<file path="src/rtl/core/topic_subscription_table_core_defines.svh">
// Assertion macros shared by the topic subscription table RTL.
// Depends on nothing; files that assert include it by its bare name.
`ifndef TOPIC_SUBSCRIPTION_TABLE_CORE_DEFINES_SVH
`define TOPIC_SUBSCRIPTION_TABLE_CORE_DEFINES_SVH
`ifndef SYNTHESIS
// Same-cycle implication, checked outside reset.
`define TST_ASSERT_IMPLIES(label, clk, rst, ante, cons, msg) \
  label: assert property (@(posedge clk) disable iff (rst) (ante) |-> (cons)) \
    else $error(msg);
// Next-cycle implication, checked outside reset.
`define TST_ASSERT_NEXT(label, clk, rst, ante, cons, msg) \
  label: assert property (@(posedge clk) disable iff (rst) (ante) |=> (cons)) \
    else $error(msg);
`else
`define TST_ASSERT_IMPLIES(label, clk, rst, ante, cons, msg)
`define TST_ASSERT_NEXT(label, clk, rst, ante, cons, msg)
`endif
`endif

</file>
<file path="src/rtl/core/tst_pkg.sv">
// Types and fixed widths of the topic subscription table.
// Depends on nothing; used by topic_subscription_table_core.
package tst_pkg;

  localparam int unsigned TOPIC_W = 16;
  localparam int unsigned ADDR_W  = 32;
  localparam int unsigned PORT_W  = 16;
  localparam int unsigned REFS_W  = 32;
  localparam int unsigned SLOT_W  = 5;

  typedef enum logic [1:0] {
    OP_SUBSCRIBE   = 2'd0,
    OP_UNSUBSCRIBE = 2'd1,
    OP_RECEIVE     = 2'd2
  } opcode_t;

  typedef enum logic [2:0] {
    ST_UPDATED   = 3'd0,
    ST_INSERTED  = 3'd1,
    ST_REMOVED   = 3'd2,
    ST_COUNTED   = 3'd3,
    ST_NOT_FOUND = 3'd4,
    ST_FULL      = 3'd5
  } status_t;

endpackage

</file>
<file path="src/rtl/core/topic_subscription_table_core.sv">
// Topic subscription table: slot memory, lookup sequencer and result register.
// Depends on tst_pkg and topic_subscription_table_core_defines.svh.
//
// A fully associative table of ENTRIES subscription slots. Each item is a
// subscribe, unsubscribe or receive request for one topic, and each item
// yields exactly one result item with a status, the slot touched and, for a
// receive, the new saturating reference count. The slot state (valid mark,
// topic and count) lives in a synchronous memory with one read port and one
// write port and a registered read; peer address and port live in a
// second, write-only memory.
// After reset the block runs a clearing pass over every slot of the slot
// memory and holds in_ready low until it is done. Each item is then accepted,
// every slot is streamed through the read port and compared, and the slot is
// written back while the result register is loaded. Unless the write-back
// stalls, most of each item's time goes to the lookup scan over the memory
// read port. The result register holds a finished result until it is taken
// while the next item is already being scanned; only the write-back waits for
// the result register to free. Topics match on the low TOPIC_BITS of topic_id,
// the lowest matching slot wins, and inserts fill the lowest free slot.
module topic_subscription_table_core #(
  parameter int unsigned ENTRIES    = 32,
  parameter int unsigned TOPIC_BITS = 16
) (
  input  logic                           clk,
  input  logic                           rst,
  input  logic                           in_valid,
  output logic                           in_ready,
  input  logic [1:0]                     opcode,
  input  logic [tst_pkg::TOPIC_W-1:0]    topic_id,
  input  logic [tst_pkg::ADDR_W-1:0]     peer_address,
  input  logic [tst_pkg::PORT_W-1:0]     peer_port,
  output logic                           out_valid,
  input  logic                           out_ready,
  output tst_pkg::status_t               status,
  output logic [tst_pkg::SLOT_W-1:0]     slot_index,
  output logic [tst_pkg::REFS_W-1:0]     ref_count
);

  import tst_pkg::*;

`include "topic_subscription_table_core_defines.svh"

  localparam int unsigned IDX_W  = (ENTRIES > 1) ? $clog2(ENTRIES) : 1;
  localparam int unsigned CNT_W  = $clog2(ENTRIES + 1);
  localparam int unsigned ENT_W  = 1 + TOPIC_BITS + REFS_W;
  localparam int unsigned PEER_W = ADDR_W + PORT_W;

  typedef enum logic [1:0] {
    S_CLEAR,
    S_IDLE,
    S_SCAN,
    S_WRITE
  } state_t;

  state_t state;

  // Slot memory: {valid, topic, refs}. Peer memory: {address, port}.
  logic [ENT_W-1:0]  tbl_mem  [ENTRIES];
  logic [PEER_W-1:0] peer_mem [ENTRIES];

  logic [ENT_W-1:0]  rd_data;
  logic [IDX_W-1:0]  rd_slot;
  logic              rd_pending;
  logic [CNT_W-1:0]  cnt;

  // The item under work.
  opcode_t           op;
  logic [TOPIC_BITS-1:0] key;
  logic [ADDR_W-1:0] addr;
  logic [PORT_W-1:0] port;

  // Scan results.
  logic              found;
  logic [IDX_W-1:0]  hit_slot;
  logic [REFS_W-1:0] hit_refs;
  logic              free_found;
  logic [IDX_W-1:0]  free_slot;

  logic              tbl_we;
  logic [IDX_W-1:0]  tbl_waddr;
  logic [ENT_W-1:0]  tbl_wdata;
  logic              peer_we;
  logic [IDX_W-1:0]  peer_waddr;
  logic [IDX_W-1:0]  raddr;

  status_t           res_status;
  logic [IDX_W-1:0]  res_slot;
  logic              res_has_slot;
  logic [REFS_W-1:0] res_count;
  logic [REFS_W-1:0] refs_inc;
  logic              out_free;

  logic              rd_valid;
  logic [TOPIC_BITS-1:0] rd_topic;
  logic [REFS_W-1:0] rd_refs;

  assign rd_valid = rd_data[ENT_W-1];
  assign rd_topic = rd_data[REFS_W +: TOPIC_BITS];
  assign rd_refs  = rd_data[REFS_W-1:0];

  assign in_ready = (state == S_IDLE);
  assign out_free = !out_valid || out_ready;
  assign raddr    = cnt[IDX_W-1:0];
  assign refs_inc = (hit_refs == '1) ? hit_refs : hit_refs + REFS_W'(1);

  // Write-back decision for the item, taken once the scan is complete.
  always_comb begin
    tbl_we       = 1'b0;
    tbl_waddr    = hit_slot;
    tbl_wdata    = '0;
    peer_we      = 1'b0;
    peer_waddr   = hit_slot;
    res_status   = ST_NOT_FOUND;
    res_slot     = hit_slot;
    res_has_slot = 1'b0;
    res_count    = '0;
    case (op)
      OP_SUBSCRIBE: begin
        if (found) begin
          peer_we      = 1'b1;
          res_status   = ST_UPDATED;
          res_has_slot = 1'b1;
        end else if (free_found) begin
          tbl_we       = 1'b1;
          tbl_waddr    = free_slot;
          tbl_wdata    = {1'b1, key, {REFS_W{1'b0}}};
          peer_we      = 1'b1;
          peer_waddr   = free_slot;
          res_status   = ST_INSERTED;
          res_slot     = free_slot;
          res_has_slot = 1'b1;
        end else begin
          res_status = ST_FULL;
        end
      end
      OP_UNSUBSCRIBE: begin
        if (found) begin
          tbl_we       = 1'b1;
          tbl_wdata    = {1'b0, key, hit_refs};
          res_status   = ST_REMOVED;
          res_has_slot = 1'b1;
        end
      end
      OP_RECEIVE: begin
        if (found) begin
          tbl_we       = 1'b1;
          tbl_wdata    = {1'b1, key, refs_inc};
          res_status   = ST_COUNTED;
          res_has_slot = 1'b1;
          res_count    = refs_inc;
        end
      end
      default: begin
        res_status = ST_NOT_FOUND;
      end
    endcase
    // Commit only when the result register can take the result.
    if (state != S_WRITE || !out_free) begin
      tbl_we  = 1'b0;
      peer_we = 1'b0;
    end
    // The clearing pass owns the write port after reset.
    if (state == S_CLEAR) begin
      tbl_we    = 1'b1;
      tbl_waddr = raddr;
      tbl_wdata = '0;
    end
  end

  always_ff @(posedge clk) begin
    if (tbl_we) begin
      tbl_mem[tbl_waddr] <= tbl_wdata;
    end
    if (peer_we) begin
      peer_mem[peer_waddr] <= {addr, port};
    end
    rd_data <= tbl_mem[raddr];
  end

  always_ff @(posedge clk) begin
    if (rst) begin
      state      <= S_CLEAR;
      cnt        <= '0;
      rd_pending <= 1'b0;
      out_valid  <= 1'b0;
      found      <= 1'b0;
      free_found <= 1'b0;
    end else begin
      // A result taken during the write-back is replaced by the new one there.
      if (out_valid && out_ready && state != S_WRITE) begin
        out_valid <= 1'b0;
      end
      case (state)
        S_CLEAR: begin
          if (cnt == CNT_W'(ENTRIES - 1)) begin
            cnt   <= '0;
            state <= S_IDLE;
          end else begin
            cnt <= cnt + CNT_W'(1);
          end
        end
        S_IDLE: begin
          if (in_valid) begin
            op         <= opcode_t'(opcode);
            key        <= TOPIC_BITS'(topic_id);
            addr       <= peer_address;
            port       <= peer_port;
            cnt        <= '0;
            rd_pending <= 1'b0;
            found      <= 1'b0;
            free_found <= 1'b0;
            state      <= S_SCAN;
          end
        end
        S_SCAN: begin
          // Issue one read per cycle and compare the slot read in the previous cycle.
          if (cnt != CNT_W'(ENTRIES)) begin
            rd_slot    <= raddr;
            rd_pending <= 1'b1;
            cnt        <= cnt + CNT_W'(1);
          end else begin
            rd_pending <= 1'b0;
            state      <= S_WRITE;
          end
          if (rd_pending) begin
            if (rd_valid && rd_topic == key && !found) begin
              found    <= 1'b1;
              hit_slot <= rd_slot;
              hit_refs <= rd_refs;
            end
            if (!rd_valid && !free_found) begin
              free_found <= 1'b1;
              free_slot  <= rd_slot;
            end
          end
        end
        S_WRITE: begin
          if (out_free) begin
            out_valid  <= 1'b1;
            status     <= res_status;
            slot_index <= res_has_slot ? SLOT_W'(res_slot) : '0;
            ref_count  <= res_count;
            cnt        <= '0;
            state      <= S_IDLE;
          end
        end
        default: begin
          state <= S_IDLE;
        end
      endcase
    end
  end

  `TST_ASSERT_IMPLIES(a_result_from_commit, clk, rst, $rose(out_valid), $past(state == S_WRITE), "result appeared without a write-back")
  `TST_ASSERT_IMPLIES(a_no_write_in_scan, clk, rst, state == S_SCAN || state == S_IDLE, !tbl_we && !peer_we, "memory written outside write-back")
  `TST_ASSERT_IMPLIES(a_count_nonzero, clk, rst, out_valid && status == ST_COUNTED, ref_count != '0, "counted result with a zero count")
  `TST_ASSERT_IMPLIES(a_miss_fields_zero, clk, rst, out_valid && (status == ST_NOT_FOUND || status == ST_FULL), slot_index == '0 && ref_count == '0, "miss result carries slot or count")
  `TST_ASSERT_NEXT(a_result_held, clk, rst, out_valid && !out_ready, out_valid && $stable(status) && $stable(ref_count), "stalled result changed")

endmodule
</file>
<file path="config.mk">
export PLATFORM = sky130hd
export DESIGN_NAME = topic_subscription_table_core
export DESIGN_NICKNAME = d
export VERILOG_FILES = /design/src/rtl/core/tst_pkg.sv /design/src/rtl/core/topic_subscription_table_core.sv
export VERILOG_INCLUDE_DIRS = /design/src /design/src/rtl/core
export SDC_FILE = /design/constraint.sdc
export NUM_CORES = 2
export LEC_CHECK = 0
export BUFFER_PORTS_ARGS = -buffer_cell sky130_fd_sc_hd__buf_2
export CAP_MARGIN = 20
export CORE_MARGIN = 2
export CORE_UTILIZATION = 62
export CTS_CLUSTER_DIAMETER = 100
export DETAILED_ROUTE_END_ITERATION = 10
export PLACE_DENSITY = 0.78
export SLEW_MARGIN = 15
export SYNTH_ARGS = -nofsm -noshare
export SYNTH_HDL_FRONTEND = slang
export SYNTH_SLANG_ARGS = --single-unit
</file>
<file path="constraint.sdc">
create_clock -name clk -period 6.15 [get_ports clk]
set_input_delay 0.615 -clock clk [delete_from_list [all_inputs] [get_ports clk]]
set_output_delay 0.615 -clock clk [all_outputs]
set_load 0.005 [all_outputs]
</file>
==> flow_metrics.py <==
metrics = {
    "status": {
        "status": "complete, no violations",
    },
    "pwr": {
        "p_seq_share_pct": 46.7,
        "power_density_mw_per_mm2": 410,
        "internal_power_mw": 22.3,
        "pwr-share-clk_pct": 32.5,
        "leakage_nw": 25.5,
        "max-vdd-ir-drop_mv": 0.501,
        "p_comb_share_pct": 20.8,
        "switchingPower_mw": 8.42,
        "sw_frac_of_total_pct": 27.4,
    },
    "worst_setup_path": {
        "crit_chain": "clkinv_2 -> mux2i_1 -> nand3_1 -> nor2_4 -> buf_12",
        "cp-end-kind": "flop",
        "crit_arrival_ns": 5.04,
        "slowest_stage": "nor2_4",
        "worstPathRequired_ns": 6.58,
        "critPathKind": "flop to flop",
        "critPathMaxFanout": 28,
        "crit_family": "simple AND/OR/NAND/NOR gates",
        "crit_path_max_incr_delay_ns": 1.04,
        "cp-start-kind": "flop",
        "path_buf_inv": 2,
    },
    "floorplanning": {
        "num_rows": 120,
        "io_pins": 112,
        "fp.coreArea_mm2": 0.107,
        "start_util_pct": 62.3,
        "die_width_um": 332,
        "die_h_um": 332,
        "dieArea_mm2": 0.110,
    },
    "finish": {
        "drive_above_1_share_pct": 26.7,
        "fin_cells": 4780,
        "regArea_mm2": 0.0515,
        "finish.instance_area_mm2": 0.0750,
        "multi_input_area_mm2": 0.0149,
        "fillers": 5971,
        "layout.nets": 3318,
        "layout-area-overhead-vs-synth_pct": 12.6,
    },
    "clocking": {
        "clock_latency_ns": 0.79,
        "cts_buffers": 164,
        "cts_setup_buffers": 0,
        "cts.clk_slew.worst_paths_ns": 0.06,
        "h-tree-depth": 4,
        "cts_sinks": 1734,
        "cts_root_buf": "clkbuf_16",
        "cts_tree": "built",
        "cts.path.max_buffers": 3,
    },
    "sta": {
        "setup_viol": 0,
        "max_slew_margin_pct": 19.7,
        "finalSetupTns_ns": 0,
        "finClkSkew_ns": 0.0405,
        "rsz0062_at_grt": "no",
        "hold_viol": 0,
        "fmax_mhz": 217,
        "fin_ws_ns": 1.54,
        "maxSlewViolCount": 0,
        "tightest_slew_ns": 1.20,
        "holdWs_ns": 0.0372,
        "finalCriticalPeriod_ns": 4.61,
        "min_period_over_period_pct": 75.0,
    },
    "detailed_routing": {
        "drt_iter0_markers": 5447,
        "routed_wl_um": 168000,
        "drcViolationCount": 0,
        "vias": 34000,
        "ant_nets": 0,
        "avgRoutedWirePerCell_um": 35.1,
        "drtPass1Iterations": 6,
        "routed_via_density": 7.12,
    },
    "synth": {
        "ys_ff_latch": 1734,
        "ys_seq_area_share_pct": 77.2,
        "syn_area_mm2": 0.0666,
        "synthCells": 3073,
        "synth.net_count": 3155,
        "synth_cell_types": 55,
        "ys_async_sr_fraction_pct": 0,
        "postSynthAreaPerCell_um2": 21.7,
        "synth_top_area_share_pct": 75.4,
        "ys.flop_type": "edfxtp_1",
        "synth_area_leaders": "edfxtp_1 (75%), mux4_2 (15%), dfxtp_1 (1.8%), mux2i_1 (0.93%), nand2_1 (0.83%)",
        "synth_most_common_cell": "edfxtp_1",
        "synth-edff-count": 1673,
        "synth_commonest_cells": "edfxtp_1 (1673), mux4_2 (441), nand2_1 (148)",
        "post-synth-top-area-cell": "edfxtp_1",
        "ys_warn_count": 0,
    },
    "global_route": {
        "first_global_vias": 34300,
        "grt_usage_pct": 30.5,
        "grt_remaining_overflow": 0,
        "grt_pass1_wl_um": 240000,
        "grt_max_degree": 155,
        "antenna_found_initial": 6,
    },
    "placement": {
        "dp_cells": 4450,
        "hpwl_um": 84400,
        "port_buffers": 63,
        "place_area_mm2": 0.0693,
        "gp_congestion": 0.895,
        "pre_cts_ws_ns": 1.65,
    },
    "job": {
        "cap_violations": 0,
    },
    "hold_path": {
        "holdCritPathClass": "input pin to flop",
    },
}
## registers in the layout, summed over array words and instances, names as in the netlist, 2 cells and up
name and flops:
hit_refs 32, rd_data 49, hit_slot 5, slot_index 5, ref_count 32, rd_slot 5, cnt 6, free_slot 5
status 3, tbl_mem 1568, key 16, state 2, op 2
## power by group through the flow
stage,combinational (mW),clock (mW),sequential [mW]
after global placement,6.13,0,14.5
after CTS,6.40,10.0,14.3
after floorplan,4.54,0,14.3
final,6.40,9.99,14.4
after detailed placement,6.26,0,14.6
after global routing,6.69,10.4,14.4
## cells by family after synthesis
kind of cell / Yosys count / share of synthesized area (%)
xor gates and xnor gates: 36 / 0.473
DFF: 1734 / 77.2
and+or+nand+nor: 383 / 2.74
AOI/OAI and AO/OA: 217 / 2.31
muxes: 509 / 15.9
buffers and inverters: 182 / 1.11
adders and majority gates: 12 / 0.225
## metal layers
metal	GRT usage, %	vias up	wire [um]
met4	13.4	2	7460
met3	6.62	454	19300
met2	48.2	2664	81600
met1	41.9	17700	59100
met5	0	-	12
li1	-	13200	-
## what timing repair did
item | in CTS | in global routing
hold buffers | 12 | 0
gates resized for setup | 0 | 0
hold endpoints to repair | 12 | 0
## worst paths after layout
path | end | start | slack [ns] | cells after the start
max | tbl_mem[24][35] | cnt[4] | 1.54 | 5
min | key[7] | topic_id[7] | 0.04 | 1
max reg2reg | tbl_mem[24][35] | cnt[4] | 1.54 | 5
min reg2reg | hit_refs[26] | rd_data[26] | 0.40 | 0
## layout make-up
| type | count | share of cell area [%] |
|---|---|---|
| diodes | 3 | 0.0100 |
| repair buffers | 161 | 2.02 |
| clock buffers | 215 | 5.90 |
| clock inverters | 89 | 1.14 |
| flip-flops and latches | 1734 | 68.6 |
| well taps | 1403 | 2.34 |
| inverters | 18 | 0.103 |
| multi-input cells | 1157 | 19.9 |
## placed cells by master (no fill, tap or decap), types with 7 or more instances in the layout
cell	synthesis	routed
edfxtp_1	1673	1673
mux4_2	441	441
clkbuf_16	0	168
nand2_1	148	148
buf_2	34	63
mux2i_1	62	62
dfxtp_1	61	58
o21a_1	52	52
a32oi_1	49	49
buf_4	1	49
nor2_1	83	46
clkbuf_1	94	42
clkinv_1	0	36
a21oi_1	37	35
nor2_4	0	35
xnor2_1	29	29
nand3_1	33	27
clkinv_2	0	26
buf_12	0	26
nand4_1	20	20
o21ai_0	23	17
inv_1	15	15
and2_1	18	13
or4_1	13	13
nor3_1	13	12
ha_1	12	12
dlygate4sd3_1	0	12
o211ai_1	11	11
bufinv_16	0	11
or3_1	10	10
nand2b_1	10	10
a31oi_4	0	9
a211oi_1	8	8
nor4_1	8	8
nand3_2	1	7
a21o_1	7	7
xor2_1	7	7
## per-stage QoR
stage / total power, mW / util, %
3_3_place_gp: 20.6 / 64.8
5_1_grt: 31.5 / 70.2
6_report: 30.7 / 70.2
4_1_cts: 30.8 / 69.9
2_1_floorplan: 18.9 / -
3_5_place_dp: 20.8 / 64.8
Note: power is estimated with default switching activity, not from simulation.
